===== config.mk =====
export PLATFORM = sky130hd
export DESIGN_NAME = selective_repeat_receive_window
export DESIGN_NICKNAME = d
export VERILOG_FILES = /design/src/srrw_pkg.sv /design/src/srrw_ctrl.sv /design/src/srrw_dp.sv /design/src/selective_repeat_receive_window.sv
export SDC_FILE = /design/constraint.sdc
export NUM_CORES = 1
export LEC_CHECK = 0
export BUFFER_PORTS_ARGS = -buffer_cell sky130_fd_sc_hd__buf_4
export CORE_MARGIN = 1.5
export CORE_UTILIZATION = 57
export CTS_BUF_LIST = sky130_fd_sc_hd__clkbuf_2 sky130_fd_sc_hd__clkbuf_4 sky130_fd_sc_hd__clkbuf_8
export DETAILED_ROUTE_END_ITERATION = 10
export GPL_TIMING_DRIVEN = 0
export PLACE_DENSITY = 0.89
export SLEW_MARGIN = 25
export SYNTH_ARGS = -nofsm -noshare
export SYNTH_HDL_FRONTEND = slang
export SYNTH_HIERARCHICAL = 1
export SYNTH_SLANG_ARGS = --single-unit

===== constraint.sdc =====
create_clock -name clk_i -period 5 [get_ports clk_i]
set_input_delay 0.5 -clock clk_i [delete_from_list [all_inputs] [get_ports clk_i]]
set_output_delay 0.5 -clock clk_i [all_outputs]
set_load 0.005 [all_outputs]

===== src/srrw_pkg.sv =====
// Shared constants, codes and control types of the selective-repeat receive window.
`timescale 1ns / 1ps

package srrw_pkg;

  // Defaults of the top-level parameters.
  localparam int unsigned WINDOW_MAX_DEF = 32;
  localparam int unsigned SEQ_WIDTH_DEF  = 16;

  // Register field widths.
  localparam int unsigned WIN_LEN_W  = 6;
  localparam int unsigned SEQ_BITS_W = 5;
  localparam int unsigned TOTAL_W    = 20;
  localparam int unsigned CFG_DATA_W = 20;
  localparam int unsigned CFG_IDX_W  = 2;

  // Register reset values.
  localparam logic [WIN_LEN_W-1:0]  WIN_LEN_RST  = WIN_LEN_W'(8);
  localparam logic [SEQ_BITS_W-1:0] SEQ_BITS_RST = SEQ_BITS_W'(8);
  localparam logic [TOTAL_W-1:0]    TOTAL_RST    = TOTAL_W'(1000);

  // The delivery counter saturates at its largest value.
  localparam logic [TOTAL_W-1:0] COUNT_MAX = '1;

  typedef enum logic [CFG_IDX_W-1:0] {
    CFG_WINDOW_LEN    = 2'd0,
    CFG_SEQ_BITS      = 2'd1,
    CFG_TOTAL_PACKETS = 2'd2
  } cfg_idx_e;

  typedef enum logic {
    KIND_ACK   = 1'b0,
    KIND_DELIV = 1'b1
  } kind_e;

  // Commands from the controller to the datapath.
  typedef struct packed {
    logic load_ack;
    logic load_deliv;
  } srrw_cmd_t;

  // Status from the datapath to the controller.
  typedef struct packed {
    logic out_last;
  } srrw_status_t;

endpackage


===== src/srrw_ctrl.sv =====
// Controller of the receive window: accepts one item, then walks its result transfers.
`timescale 1ns / 1ps

module srrw_ctrl (
  input  logic                 clk_i,
  input  logic                 rst_ni,
  input  logic                 in_valid_i,
  output logic                 in_stall_o,
  output logic                 out_valid_o,
  input  logic                 out_stall_i,
  output srrw_pkg::srrw_cmd_t  cmd_o,
  input  srrw_pkg::srrw_status_t status_i
);
  import srrw_pkg::*;

  typedef enum logic {
    S_IDLE,
    S_BUSY
  } state_e;

  state_e state_q;
  logic   out_valid_q;
  logic   in_stall_q;

  assign in_stall_o  = in_stall_q;
  assign out_valid_o = out_valid_q;

  always_comb begin
    cmd_o.load_ack   = (state_q == S_IDLE) && in_valid_i && !in_stall_q;
    cmd_o.load_deliv = (state_q == S_BUSY) && out_valid_q && !out_stall_i &&
                       !status_i.out_last;
  end

  always_ff @(posedge clk_i or negedge rst_ni) begin
    if (!rst_ni) begin
      state_q     <= S_IDLE;
      out_valid_q <= 1'b0;
      in_stall_q  <= 1'b1;
    end else begin
      unique case (state_q)
        S_IDLE: begin
          in_stall_q <= 1'b0;
          if (in_valid_i && !in_stall_q) begin
            state_q     <= S_BUSY;
            out_valid_q <= 1'b1;
            in_stall_q  <= 1'b1;
          end
        end
        S_BUSY: begin
          if (out_valid_q && !out_stall_i && status_i.out_last) begin
            state_q     <= S_IDLE;
            out_valid_q <= 1'b0;
            in_stall_q  <= 1'b0;
          end
        end
        default: begin
          state_q     <= S_IDLE;
          out_valid_q <= 1'b0;
          in_stall_q  <= 1'b1;
        end
      endcase
    end
  end

`ifndef SYNTHESIS
  a_no_accept_while_result: assert property (@(posedge clk_i) disable iff (!rst_ni)
    out_valid_q |-> in_stall_q)
    else $error("input ready while a result is pending");

  a_ack_follows_accept: assert property (@(posedge clk_i) disable iff (!rst_ni)
    cmd_o.load_ack |=> out_valid_q)
    else $error("accepted item did not raise a result");

  a_cmd_exclusive: assert property (@(posedge clk_i) disable iff (!rst_ni)
    $onehot0({cmd_o.load_ack, cmd_o.load_deliv}))
    else $error("acknowledge and delivery loaded together");
`endif

endmodule


===== src/srrw_dp.sv =====
// Datapath of the receive window: registers, slot marks, base, counter, result register.
`timescale 1ns / 1ps

module srrw_dp #(
  parameter int unsigned WINDOW_MAX = srrw_pkg::WINDOW_MAX_DEF,
  parameter int unsigned SEQ_WIDTH  = srrw_pkg::SEQ_WIDTH_DEF
) (
  input  logic                             clk_i,
  input  logic                             rst_ni,
  input  logic                             cfg_we_i,
  input  logic [srrw_pkg::CFG_IDX_W-1:0]   cfg_idx_i,
  input  logic [srrw_pkg::CFG_DATA_W-1:0]  cfg_data_i,
  input  logic [SEQ_WIDTH-1:0]             seq_in_i,
  input  srrw_pkg::srrw_cmd_t              cmd_i,
  output srrw_pkg::srrw_status_t           status_o,
  output logic                             kind_o,
  output logic [SEQ_WIDTH-1:0]             seq_out_o,
  output logic                             in_window_o,
  output logic                             all_done_o,
  output logic                             last_o
);
  import srrw_pkg::*;

  localparam int unsigned IDX_W = (WINDOW_MAX > 1) ? $clog2(WINDOW_MAX) : 1;
  localparam int unsigned CMP_W = SEQ_WIDTH + WIN_LEN_W;
  localparam int unsigned SB_W  = SEQ_BITS_W + 1;

  // Configuration registers.
  logic [WIN_LEN_W-1:0]  win_len_q;
  logic [SEQ_BITS_W-1:0] seq_bits_q;
  logic [TOTAL_W-1:0]    total_q;

  // Window state.
  logic [WINDOW_MAX-1:0] slot_q, slot_d;
  logic [SEQ_WIDTH-1:0]  base_q, base_d;
  logic [TOTAL_W-1:0]    count_q, count_d;

  // Result register.
  kind_e                 kind_q, kind_d;
  logic [SEQ_WIDTH-1:0]  seq_q, seq_d;
  logic                  inw_q, inw_d;
  logic                  done_q, done_d;
  logic                  last_q, last_d;

  logic [WIN_LEN_W-1:0]  w_eff;
  logic [SB_W-1:0]       bits_eff;
  logic [SEQ_WIDTH-1:0]  mask;
  logic [SEQ_WIDTH-1:0]  seq_m;
  logic [SEQ_WIDTH-1:0]  base_m;
  logic [SEQ_WIDTH-1:0]  off;
  logic                  done_now;
  logic                  hit;
  logic [WINDOW_MAX-1:0] slot_mark;
  logic [WINDOW_MAX-1:0] slot_up;
  logic [WINDOW_MAX-1:0] slot_shift;
  logic [TOTAL_W-1:0]    count_inc;

  // Effective window length and sequence space after clamping.
  always_comb begin
    if (win_len_q == '0) begin
      w_eff = WIN_LEN_W'(1);
    end else if (win_len_q > WIN_LEN_W'(WINDOW_MAX)) begin
      w_eff = WIN_LEN_W'(WINDOW_MAX);
    end else begin
      w_eff = win_len_q;
    end
    if (seq_bits_q == '0) begin
      bits_eff = SB_W'(1);
    end else if ({1'b0, seq_bits_q} > SB_W'(SEQ_WIDTH)) begin
      bits_eff = SB_W'(SEQ_WIDTH);
    end else begin
      bits_eff = {1'b0, seq_bits_q};
    end
  end

  assign mask     = ~({SEQ_WIDTH{1'b1}} << bits_eff);
  assign seq_m    = seq_in_i & mask;
  assign base_m   = base_q & mask;
  assign off      = (seq_m - base_m) & mask;
  assign done_now = (count_q >= total_q);
  assign hit      = !done_now && (CMP_W'(off) < CMP_W'(w_eff));

  // Slot marks with the arriving packet recorded.
  always_comb begin
    slot_mark = slot_q;
    if (hit) begin
      slot_mark[off[IDX_W-1:0]] = 1'b1;
    end
  end

  // One-place slide; slots at or past the window end come in empty.
  assign slot_up = slot_q >> 1;
  always_comb begin
    for (int i = 0; i < int'(WINDOW_MAX); i++) begin
      slot_shift[i] = slot_up[i] && ((i + 1) < int'(w_eff));
    end
  end

  assign count_inc = (count_q == COUNT_MAX) ? count_q : count_q + TOTAL_W'(1);

  always_comb begin
    slot_d  = slot_q;
    base_d  = base_q;
    count_d = count_q;
    kind_d  = kind_q;
    seq_d   = seq_q;
    inw_d   = inw_q;
    done_d  = done_q;
    last_d  = last_q;
    priority if (cmd_i.load_ack) begin
      slot_d = slot_mark;
      kind_d = KIND_ACK;
      seq_d  = seq_m;
      inw_d  = hit;
      done_d = done_now;
      last_d = done_now || !slot_mark[0];
    end else if (cmd_i.load_deliv) begin
      slot_d  = slot_shift;
      base_d  = (base_m + SEQ_WIDTH'(1)) & mask;
      count_d = count_inc;
      kind_d  = KIND_DELIV;
      seq_d   = base_m;
      inw_d   = 1'b1;
      done_d  = (count_inc >= total_q);
      last_d  = !slot_shift[0];
    end
  end

  always_ff @(posedge clk_i or negedge rst_ni) begin
    if (!rst_ni) begin
      win_len_q  <= WIN_LEN_RST;
      seq_bits_q <= SEQ_BITS_RST;
      total_q    <= TOTAL_RST;
    end else if (cfg_we_i) begin
      unique case (cfg_idx_e'(cfg_idx_i))
        CFG_WINDOW_LEN:    win_len_q  <= cfg_data_i[WIN_LEN_W-1:0];
        CFG_SEQ_BITS:      seq_bits_q <= cfg_data_i[SEQ_BITS_W-1:0];
        CFG_TOTAL_PACKETS: total_q    <= cfg_data_i[TOTAL_W-1:0];
        default: begin
        end
      endcase
    end
  end

  always_ff @(posedge clk_i or negedge rst_ni) begin
    if (!rst_ni) begin
      slot_q  <= '0;
      base_q  <= '0;
      count_q <= '0;
    end else begin
      slot_q  <= slot_d;
      base_q  <= base_d;
      count_q <= count_d;
    end
  end

  always_ff @(posedge clk_i) begin
    kind_q <= kind_d;
    seq_q  <= seq_d;
    inw_q  <= inw_d;
    done_q <= done_d;
    last_q <= last_d;
  end

  assign status_o.out_last = last_q;
  assign kind_o            = kind_q;
  assign seq_out_o         = seq_q;
  assign in_window_o       = inw_q;
  assign all_done_o        = done_q;
  assign last_o            = last_q;

`ifndef SYNTHESIS
  a_deliver_marked_slot: assert property (@(posedge clk_i) disable iff (!rst_ni)
    cmd_i.load_deliv |-> slot_q[0])
    else $error("delivery from an unmarked slot");

  a_done_ack_is_last: assert property (@(posedge clk_i) disable iff (!rst_ni)
    cmd_i.load_ack && done_now |=> last_q && !inw_q)
    else $error("acknowledge after completion not final");

  a_count_monotonic: assert property (@(posedge clk_i) disable iff (!rst_ni)
    1'b1 |=> count_q >= $past(count_q))
    else $error("delivery counter went backward");
`endif

endmodule


===== src/selective_repeat_receive_window.sv =====
// Top level of the selective-repeat receive window: controller, datapath and ports.
// The acknowledgement is shown in the cycle after the input transfer; each delivery
// of the in-order run is shown in the cycle after the previous result transfer.
// A new item is taken only once all results of the previous one have been transferred:
// its acknowledgement, then the run delivered (0 to 32) through the single result register.
// Reset (rst_ni, asynchronous, active low) clears marks, base and counter and loads defaults.
`timescale 1ns / 1ps

module selective_repeat_receive_window #(
  parameter int unsigned WINDOW_MAX = srrw_pkg::WINDOW_MAX_DEF,
  parameter int unsigned SEQ_WIDTH  = srrw_pkg::SEQ_WIDTH_DEF
) (
  input  logic                            clk_i,
  input  logic                            rst_ni,
  // Configuration write port.
  input  logic                            cfg_we_i,
  input  logic [srrw_pkg::CFG_IDX_W-1:0]  cfg_idx_i,
  input  logic [srrw_pkg::CFG_DATA_W-1:0] cfg_data_i,
  // Input channel: one arriving sequence number per transfer.
  input  logic                            in_valid_i,
  output logic                            in_stall_o,
  input  logic [SEQ_WIDTH-1:0]            seq_in_i,
  // Output channel: acknowledgements and in-order deliveries.
  output logic                            out_valid_o,
  input  logic                            out_stall_i,
  output logic                            kind_o,
  output logic [SEQ_WIDTH-1:0]            seq_out_o,
  output logic                            in_window_o,
  output logic                            all_done_o,
  output logic                            last_o
);
  import srrw_pkg::*;

  // The controller only sequences transfers. It takes an item when idle, holds the input
  // stalled while the results of that item are offered, and asks the datapath for the
  // next delivery each time a non-final result transfer completes.
  srrw_cmd_t    cmd;
  srrw_status_t status;

  srrw_ctrl u_ctrl (
    .clk_i       (clk_i),
    .rst_ni      (rst_ni),
    .in_valid_i  (in_valid_i),
    .in_stall_o  (in_stall_o),
    .out_valid_o (out_valid_o),
    .out_stall_i (out_stall_i),
    .cmd_o       (cmd),
    .status_i    (status)
  );

  // The datapath keeps the received marks as a vector that slides one place per delivery,
  // so the head of the run is always the lowest mark. The base and the delivery counter
  // advance with each delivery, and the result register holds the payload on the port.
  srrw_dp #(
    .WINDOW_MAX (WINDOW_MAX),
    .SEQ_WIDTH  (SEQ_WIDTH)
  ) u_dp (
    .clk_i       (clk_i),
    .rst_ni      (rst_ni),
    .cfg_we_i    (cfg_we_i),
    .cfg_idx_i   (cfg_idx_i),
    .cfg_data_i  (cfg_data_i),
    .seq_in_i    (seq_in_i),
    .cmd_i       (cmd),
    .status_o    (status),
    .kind_o      (kind_o),
    .seq_out_o   (seq_out_o),
    .in_window_o (in_window_o),
    .all_done_o  (all_done_o),
    .last_o      (last_o)
  );

endmodule


== Word-level counts from Yosys, hierarchy flattened ==
Cells that the tools add are included.

* Bits in registers: 122
* Output and inout bits: 22
* Input port bits: 43

* Shift-type cells: 1
* Equality and inequality tests: 6
* Magnitude comparators: 38
* Reduce and logical (&&, ||, !) cells: 58
* Bitwise logic cells: 8
* $add $sub $neg: 3
* Mux-type cells: 25

{| class="wikitable"
|+ Operator list
! operator !! number
|-
| 5-bit by 6-bit less-than comparator with 1-bit output (first input constant) || 16
|-
| 32-bit two-way mux || 3
|-
| 16-bit bitwise AND || 4
|-
| 4-bit by 6-bit less-than comparator with 1-bit output (first input constant) || 8
|-
| 1-bit logical AND || 41
|-
| 20-bit greater-or-equal comparator || 2
|-
| 16-bit two-way mux || 2
|-
| 32-bit OR || 1
|-
| 3-bit by 6-bit less-than comparator with 1-bit output (first input constant) || 4
|-
| 20-bit by 1-bit adder with 20-bit output (second input constant) || 1
|-
| 20-bit == test (second input constant) || 1
|-
| 20-bit two-way mux || 1
|-
| 16-bit by 1-bit adder with 16-bit output (second input constant) || 1
|-
| 16-bit by 6-bit less-than comparator with 1-bit output || 1
|-
| 16-bit NOT || 1
|-
| 16-bit by 5-bit left shift with 16-bit output (first input constant) || 1
|-
| 16-bit subtractor || 1
|-
| 2-bit by 6-bit less-than comparator with 1-bit output (first input constant) || 2
|-
| 6-bit two-way mux || 2
|-
| 2-bit AND reduction || 6
|-
| 1-bit two-way mux || 11
|-
| 5-bit two-way mux || 2
|-
| 6-bit greater-than comparator (second input constant) || 1
|-
| 1-bit logical NOT || 6
|-
| other kinds (16) || 20
|}

== Depth between registers and ports, before layout ==
Gate-level depths: netlist of run 1.

* Depth in word-level cells: 17
* Depth in mapped cells: 22
* Gate-level depth less buffers: 20

== By module ==
Netlist of run 1, hierarchy kept.

{| class="wikitable"
|+ Modules (own cells, without submodules)
! module !! cells each !! seq. area each (µm²) !! times used !! area an instance (µm²)
|-
| srrw_dp || 922 || 3078.0 || 1 || 8215.4
|-
| srrw_ctrl || 10 || 76.3 || 1 || 147.6
|}

== Worst setup path before layout of run 1 ==
Ideal clock, no wire load.

* Path kind: register -> register
* Start: register u_dp.seq_bits_q[2]
* End: register u_dp.last_q (netlist: u_dp/last_o) (data pin)
* Clock period less this slack: 4.781 ns
* Data required time: 4.744 ns
* Path slack: 0.219 ns
* Library setup time: 0.256 ns
* Stages on the path, launching flop included: 23
* Arrival: 4.525 ns
* Cells stage by stage: dfrtp_1 or3_1 buf_2 or2_2 nand2_1 inv_1 fa_1 nand2b_1 a21oi_1 xor2_1 nand2_1 clkinv_1 ha_1 a21o_1 a21oi_1 o21ai_0 a211o_1 nor4b_2 o2111a_1 and4bb_1 buf_4 a31oi_1 o22a_1

* Cells in the longest elaborated chain, start to end: 17

{| class="wikitable"
|+ Ends and longest elaborated chain
! item !! RTL line !! RTL
|-
| start, declared || srrw_dp.sv:30 || <nowiki>logic [SEQ_BITS_W-1:0] seq_bits_q;</nowiki>
|-
| start signal, assigned || srrw_dp.sv:137 || <nowiki>CFG_SEQ_BITS: seq_bits_q <= cfg_data_i[SEQ_BITS_W-1:0];</nowiki>
|-
| 5-bit greater-than comparator || srrw_dp.sv:69 || <nowiki>end else if ({1'b0, seq_bits_q} > SB_W'(SEQ_WIDTH)) begin</nowiki>
|-
| 5-bit two-way mux || srrw_dp.sv:69 ||
|-
| 5-bit two-way mux * || srrw_dp.sv:67 || <nowiki>if (seq_bits_q == '0) begin</nowiki>
|-
| 16-bit by 5-bit left shift with 16-bit output * || srrw_dp.sv:76 || <nowiki>assign mask = ~({SEQ_WIDTH{1'b1}} << bits_eff);</nowiki>
|-
| 16-bit NOT * || srrw_dp.sv:76 ||
|-
| 16-bit bitwise AND, on equally long branches || srrw_dp.sv:77, srrw_dp.sv:78 ||
|-
| 16-bit subtractor || srrw_dp.sv:79 || <nowiki>assign off = (seq_m - base_m) & mask;</nowiki>
|-
| 16-bit bitwise AND * || srrw_dp.sv:79 ||
|-
| [2 not listed] || n/a ||
|-
| 1-bit two-way mux (implied by the code) || srrw_dp.sv:87 || <nowiki>slot_mark[off[IDX_W-1:0]] = 1'b1;</nowiki>
|-
| 1-bit demux with 5-bit select || n/a ||
|-
| 32-bit OR (no line) || n/a ||
|-
| 32-bit two-way mux * || srrw_dp.sv:86 || <nowiki>if (hit) begin</nowiki>
|-
| 1-bit logical NOT * || srrw_dp.sv:116 || <nowiki>last_d = done_now || !slot_mark[0];</nowiki>
|-
| 1-bit logical OR * || srrw_dp.sv:116 ||
|-
| 1-bit two-way mux * || srrw_dp.sv:110 || <nowiki>priority if (cmd_i.load_ack) begin</nowiki>
|-
| net u_dp.last_d || srrw_dp.sv:43 || <nowiki>logic last_q, last_d;</nowiki>
|-
| end signal, assigned || srrw_dp.sv:162 || <nowiki>last_q <= last_d;</nowiki>
|-
| end, declared || srrw_dp.sv:43 ||
|}

The timed path passes the listed nets; every way through them passes the cells marked *. The select of a mux whose other input is x is not followed.
A chain may end at the register's enable or synchronous reset.

== Worst setup path after layout of run 1 ==
* Start: register u_dp.seq_bits_q[3]
* End: register u_dp.last_q (netlist: u_dp/last_o) (data pin)

The elaborated chain is that of the path after synthesis.

==> flow_metrics.env, run 1 <==
export IMPL_ys_warn_count=6
export IMPL_ys_flop_type="dfrtp_1"
export IMPL_syn_inst=932
export IMPL_num_antenna_cells=0
export IMPL_cts_sinks=122
export IMPL_die_x_um=124.1
export IMPL_place_hpwl_mm=16.01
export IMPL_fmax_ghz=0.2038
export IMPL_utilization_pct=67.05
export IMPL_row_count=44
export IMPL_timing_final_hold_violations=0
export IMPL_clk_path_buf_depth=2
export IMPL_grt_max_degree=103
export IMPL_pre_cts_ws_ns=-0.6703
export IMPL_portBuffers=64
export IMPL_mappedNetlistArea_um2=8363
export IMPL_cp_data_required_time_ns=5.20
export IMPL_start_util_pct=57.98
export IMPL_finalWirelength_mm=22.38
export IMPL_clk_insertion_delay_late_ns=0.45
export IMPL_ys_async_sr_fraction_pct=83.61
export IMPL_p_per_area_nw_per_um2=403.5
export IMPL_cp_arrival_ns=5.11
export IMPL_critPathKind="reg -> reg"
export IMPL_drive_above_1_share_pct=19.50
export IMPL_rrSetupSlack_ns=0.09
export IMPL_cts_tree="built"
export IMPL_design_area_um2=9671
export IMPL_startpoint_type="flip-flop"
export IMPL_p_leak_nw=4.284
export IMPL_path_max_fanout=10
export IMPL_ir_worst_vdd_mv=0.1944
export IMPL_synth_area_leaders="dfrtp_1 28%, ha_1 9.3%, edfxtp_1 6.8%"
export IMPL_min_from="cfg_data_i[18]"
export IMPL_area_growth_pct=15.63
export IMPL_rr_worst_depth=22
export IMPL_syn_avg_cell_area_um2=8.973
export IMPL_drt_iter0_markers=913
export IMPL_synth_cell_types=86
export IMPL_core_um2=14420
export IMPL_reg2reg_to="u_dp/last_o"
export IMPL_ios=65
export IMPL_worstReg2RegStart="u_dp/seq_bits_q[3]"
export IMPL_synth_enable_flop_cells=19
export IMPL_drc=0
export IMPL_cts_buffers=17
export IMPL_synth_most_common_cell="nand2_1"
export IMPL_grtUsageTotal_pct=30.08
export IMPL_synth_top_area_share_pct=27.83
export IMPL_grt_antenna_before_repair=0
export IMPL_holdCritPathClass="in -> reg"
export IMPL_rsz0062_at_grt="yes"
export IMPL_grt_pass1_wl_mm=35.34
export IMPL_finalMaxSlewViolations=0
export IMPL_synthTopCellsByCount="112 x nand2_1, 93 x dfrtp_1, 70 x nor2_1, 65 x o21ai_0, 62 x ha_1"
export IMPL_yosysSeqAreaShare_pct=37.72
export IMPL_die_area_um2=15410
export IMPL_wl_per_cell_um=18.34
export IMPL_setup_viol=0
export IMPL_first_global_vias=7333
export IMPL_status="finished clean"
export IMPL_drtAntennaViolNets=0
export IMPL_fin_crit_ns=4.906
export IMPL_globalplace_congestion=0.9669
export IMPL_hold_depth=2
export IMPL_setup_tns_ns=0
export IMPL_worst_slew_pin_slew_ns=0.9834
export IMPL_synth_largest_area_cell="dfrtp_1"
export IMPL_cts_root_buf="clkbuf_8"
export IMPL_drt_pass1_iterations=6
export IMPL_n_fill_cell=1118
export IMPL_placed_area_um2=9077
export IMPL_die_height_um=124.1
export IMPL_setup_ws_ns=0.09394
export IMPL_hold_end="u_dp/total_q[18]"
export IMPL_skew_ns=0.01105
export IMPL_fin_crit_sh_pct=98.12
export IMPL_layout_nets=1129
export IMPL_relSlewSlack_pct=34.28
export IMPL_vias=7654
export IMPL_endpoint_kind="flip-flop"
export IMPL_cts_htree_levels=4
export IMPL_grt_overflow=0
export IMPL_ys_ff_latch=122
export IMPL_path_clk_slew_ns=0.07
export IMPL_cap_violations=0
export IMPL_avgViaCountPerCell=6.274
export IMPL_syn_nets=1038
==> per-layer routing <==
layer | global-route usage [%] | vias to the layer above | share of wire, %
li1 | - | 3536 | -
met1 | 38.61 | 3627 | 41
met2 | 48.32 | 404 | 46
met3 | 5.174 | 87 | 8.3
met4 | 16.55 | 0 | 4.2
met5 | 0 | - | 0
==> worst max path at each step <==
stage,to,cells past startpoint,slack [ns],startpoint
5_1_grt,u_dp/last_o,22,-0.03,u_dp/seq_bits_q[4]
3_3_place_gp,u_dp/last_o,22,-0.58,u_dp/seq_bits_q[2]
6_report,u_dp/last_o,22,0.09,u_dp/seq_bits_q[3]
3_5_place_dp,u_dp/last_o,22,-0.67,u_dp/seq_bits_q[2]
2_1_floorplan,u_dp/last_o,22,0.22,u_dp/seq_bits_q[2]
4_1_cts,u_dp/last_o,22,0.003,u_dp/seq_bits_q[3]
==> cell families (layout without fill, tap and decap cells) <==
group	after synthesis	after routing	synth area share (%)
compound gates	249	249	18.87
xor+xnor	44	44	4.608
fa+ha+maj	63	63	9.515
buf+inv	82	186	4.039
flops	122	122	37.72
mux	36	36	4.788
simple gates	336	336	20.47
==> timing repair <==
| action | in CTS | in global routing |
|---|---|---|
| buffers inserted | 5 | 1 |
| resized for setup | 13 | 18 |
| hold endpoints to repair | 0 | 22 |
| pin swaps | 5 | 9 |
| endpoints found under the setup margin | 34 | 34 |
| hold buffers | 0 | 1 |
==> cell usage in the layout (no fill, tap or decap), types with 17 or more instances in the layout <==
master,synthesis,routed
nand2b_1,18,17
buf_4,4,72
a21oi_1,59,57
o21ai_0,65,64
nor2_1,70,69
clkbuf_8,0,20
mux2_2,32,32
nor3_1,20,20
nor2b_1,17,17
dfrtp_1,93,93
ha_1,62,61
xnor2_1,28,28
inv_1,45,45
nand3_1,28,28
edfxtp_1,19,19
nand2_1,112,108
clkbuf_1,22,22
==> per-stage QoR <==
stage	power, mW	cells	hold WS, ns
floorplan	2.385	932	0.2044
global placement	2.803	1180	0.4583
detailed placement	2.858	1180	0.4639
CTS	3.826	1217	0.1865
global route	4.124	1220	0.2613
finish	3.902	1220	0.2809
==> power breakdown <==
| part | leakage (nW) | internal, mW | total (mW) | switching (mW) |
|---|---|---|---|---|
| clock network | 0.211 | 0.501 | 0.902 | 0.401 |
| registers | 1.49 | 1.21 | 1.33 | 0.122 |
| logic | 2.58 | 0.661 | 1.67 | 1.01 |
| total | 4.28 | 2.37 | 3.90 | 1.53 |
==> layout make-up <==
class	instances	area [um^2]	share of cell area, %
clock inverter	8	93.84	0.9704
inverter	46	177.7	1.837
buffer	36	177.7	1.837
timing repair buffer	72	566.8	5.861
clock buffer	24	305.3	3.157
tap	184	230.2	2.381
sequential	122	3154	32.62
multi-input combinational	728	4965	51.34
==> flip-flops by register name, summed over array words and instances (netlist names) <==
name and flops:
u_dp/count_q 20, u_dp/win_len_q 6, u_dp/seq_bits_q 5, u_dp/seq_out_o 16
u_dp/all_done_o 1, u_dp/in_window_o 1, u_dp/slot_q 32, u_dp/base_q 16
u_ctrl/state_q 1, u_dp/last_o 1, u_dp/kind_o 1, u_ctrl/in_stall_o 1
u_dp/total_q 20, u_ctrl/out_valid_o 1
==> worst max-delay path, stage by stage, from the launching register on <==
cell and delay (ns):
dfstp_2 0.39, buf_4 0.16, or2_4 0.29, nor2_4 0.13, nand2_1 0.12, and2_1 0.19
ha_2 0.33, nor2b_1 0.15, a221oi_2 0.27, xnor2_1 0.14, nand2_2 0.14, inv_1 0.13
ha_1 0.22, a21o_1 0.17, a21oi_2 0.16, o21ai_1 0.09, a211o_1 0.25, nor4b_2 0.31
o2111a_1 0.23, and4bb_2 0.27, buf_6 0.15, a31oi_2 0.11, o22a_1 0.25
(Power assumes the default switching activity.)
==> inputs of run 2 (changes only) <==
--- a/config.mk
+++ b/config.mk
@@ -6,8 +6,10 @@
 export NUM_CORES = 1
 export LEC_CHECK = 0
 export BUFFER_PORTS_ARGS = -buffer_cell sky130_fd_sc_hd__buf_4
+export CELL_PAD_IN_SITES_DETAIL_PLACEMENT = 1
+export CELL_PAD_IN_SITES_GLOBAL_PLACEMENT = 1
 export CORE_MARGIN = 1.5
-export CORE_UTILIZATION = 57
+export CORE_UTILIZATION = 44
 export CTS_BUF_LIST = sky130_fd_sc_hd__clkbuf_2 sky130_fd_sc_hd__clkbuf_4 sky130_fd_sc_hd__clkbuf_8
 export DETAILED_ROUTE_END_ITERATION = 10
 export GPL_TIMING_DRIVEN = 0
==> run 2 against run 1 <==
  * Sequential power about the same
  * Worst hold slack got worse by 0.14 ns
  * Global-route usage shrank 1.9 points
  * Largest cell class unchanged
  * Setup slack worse by 0.086 ns
==> flow_metrics.env, run 2 (same netlist as run 1, synthesis figures left out) <==
export IMPL_p_per_area_nw_per_um2=425.3
export IMPL_top_register="u_dp/slot_q"
export IMPL_cts_hold_buf=0
export IMPL_grt_pass1_wl_mm=43.71
export IMPL_finalWirelength_mm=28.69
export IMPL_cts_htree_levels=4
export IMPL_portBuffers=64
export IMPL_combPwrFrac_pct=44.3
export IMPL_finalMaxSlewViolations=0
export IMPL_setup_viol=0
export IMPL_vias=8023
export IMPL_design_area_um2=9898
export IMPL_grt_max_degree=103
export IMPL_drt_iter0_markers=700
export IMPL_setup_ws_ns=0.007673
export IMPL_status="finished clean"
export IMPL_fin_crit_sh_pct=99.85
export IMPL_skew_ns=0.01645
export IMPL_largest_reg_flops=32
export IMPL_die_area_um2=19840
export IMPL_layout_common_cells="106 x nand2_1, 93 x dfrtp_1, 83 x buf_4, 68 x nor2_1, 64 x o21ai_0"
export IMPL_critPathKind="reg -> reg"
export IMPL_cts_sinks=122
export IMPL_power_share_sequential_pct=32.0
export IMPL_cp_arrival_ns=5.20
export IMPL_grtUsageTotal_pct=28.23
export IMPL_globalplace_congestion=0.9163
export IMPL_power_clock_fraction_pct=23.7
export IMPL_endpoint_kind="flip-flop"
export IMPL_cap_violations=0
export IMPL_grt_antenna_before_repair=0
export IMPL_num_antenna_cells=0
export IMPL_rrSetupSlack_ns=0.008
export IMPL_wl_per_cell_um=22.45
export IMPL_wl_met2_mm=14.05
export IMPL_path_clk_slew_ns=0.09
export IMPL_switching_share_pct=40.84
export IMPL_drive_above_1_share_pct=21.17
export IMPL_start_util_pct=44.86
export IMPL_core_um2=18640
export IMPL_grt_overflow=0
export IMPL_cts_root_buf="clkbuf_8"
export IMPL_placed_area_um2=9140
export IMPL_reg2reg_to="u_dp/last_o"
export IMPL_drtAntennaViolNets=0
export IMPL_path_max_fanout=8
export IMPL_place_hpwl_mm=19.14
export IMPL_timing_final_hold_violations=0
export IMPL_ir_worst_vdd_mv=0.1839
export IMPL_rr_worst_depth=21
export IMPL_die_height_um=140.9
export IMPL_layout_nets=1137
export IMPL_routed_top_layer="met4"
export IMPL_p_leak_nw=4.329
export IMPL_cts_tree="built"
export IMPL_fin_crit_ns=4.992
export IMPL_drc=0
export IMPL_holdCritPathClass="in -> async"
export IMPL_power_switching_mw=1.720
export IMPL_worstReg2RegStart="u_dp/seq_bits_q[4]"
export IMPL_clk_insertion_delay_late_ns=0.46
export IMPL_p_int_mw=2.490
export IMPL_first_global_vias=8405
export IMPL_clk_path_buf_depth=2
export IMPL_cp_data_required_time_ns=5.20
export IMPL_cts_buffers=17
export IMPL_ios=65
export IMPL_relSlewSlack_pct=34.64
export IMPL_worst_slew_pin_slew_ns=0.9730
export IMPL_startpoint_type="flip-flop"
export IMPL_reg_top3="u_dp/slot_q (32), u_dp/count_q (20), u_dp/total_q (20)"
export IMPL_wl_met1_mm=11.96
export IMPL_drt_pass1_iterations=5
export IMPL_fmax_ghz=0.2003
export IMPL_die_x_um=140.9
export IMPL_area_growth_pct=18.36
export IMPL_n_fill_cell=2183
export IMPL_wl_met3_mm=1.632
export IMPL_row_count=50
export IMPL_pre_cts_ws_ns=-0.8471
export IMPL_layout_commonest_cell="nand2_1"
export IMPL_avgViaCountPerCell=6.278
run 2: cell types whose count changed in the layout (fill, tap and decap cells not counted), sizes merged:
cell         previous run  this run
buf                    84        92
bufinv                  2         3
clkbuf                 47        46
clkinv                  5         4
clkinvlp                1         3
dlygate4sd3             1         0
run 2: stage by stage:
step / utilization [%] / hold WS (ns) / TNS, ns / power (mW) / cells
finish: 53.09 / 0.1382 / 0 / 4.210 / 1278
CTS: 51.98 / 0.2176 / 0 / 4.017 / 1268
detailed placement: 49.03 / 0.4703 / -21.77 / 2.936 / 1230
floorplan: - / 0.2044 / 0 / 2.385 / 932
global placement: 49.01 / 0.4577 / -15.76 / 2.840 / 1230
global route: 53.09 / 0.2288 / -0.2693 / 4.420 / 1278
run 2: worst max-delay path: stages, from the launching register on:
cell and delay [ns]:
dfrtp_1 0.42, or3_4 0.39, or2_4 0.29, nand2_4 0.07
inv_2 0.05, fa_2 0.38, nand2b_4 0.16, a21oi_2 0.15
xor2_1 0.22, nand2_2 0.16, clkinv_4 0.10, ha_4 0.20
a21o_1 0.16, a21oi_2 0.22, o21ai_1 0.12, a211o_1 0.30
nor4b_2 0.30, o2111a_1 0.21, and4bb_2 0.29, buf_8 0.16
a31oi_4 0.11, o22a_1 0.27
run 2: cell type report:
| cell class | count | area [um^2] | share of cell area, % |
|---|---|---|---|
| multi-input combinational | 728 | 5042 | 50.94 |
| sequential | 122 | 3154 | 31.87 |
| timing repair buffer | 81 | 614.3 | 6.207 |
| clock buffer | 22 | 302.8 | 3.059 |
| tap | 234 | 292.8 | 2.958 |
| inverter | 46 | 177.7 | 1.795 |
| buffer | 35 | 176.4 | 1.782 |
| clock inverter | 10 | 137.6 | 1.390 |
run 2: power groups by stage:
| stage | clock (mW) | combinational, mW | sequential, mW |
|---|---|---|---|
| global route | 1.05 | 2.00 | 1.37 |
| detailed placement | 0 | 1.58 | 1.35 |
| CTS | 1.01 | 1.68 | 1.34 |
| finish | 0.998 | 1.86 | 1.35 |
| floorplan | 0 | 1.06 | 1.32 |
| global placement | 0 | 1.50 | 1.34 |
run 2: how the worst max path moves through the flow:
stage | to | start | slack, ns | cells past startpoint
after global placement | u_dp/last_o | u_dp/seq_bits_q[2] | -0.68 | 22
final | u_dp/last_o | u_dp/seq_bits_q[4] | 0.008 | 21
after floorplan | u_dp/last_o | u_dp/seq_bits_q[2] | 0.22 | 22
after detailed placement | u_dp/last_o | u_dp/seq_bits_q[2] | -0.85 | 22
after global routing | u_dp/last_o | u_dp/seq_bits_q[3] | -0.07 | 21
after CTS | u_dp/last_o | u_dp/seq_bits_q[2] | 0.02 | 22
run 2: timing repair:
item | CTS | global route
buffers inserted | 6 | 11
pin swaps | 5 | 19
endpoints found under the setup margin | 34 | 34
resized for setup | 21 | 27
run 2: routing by layer:
layer  vias up  global-route usage, %
li1       3556                      -
met3        83                  4.993
met4         0                  12.45
met2       349                  48.09
met1      4035                  35.12
met5         -                      0
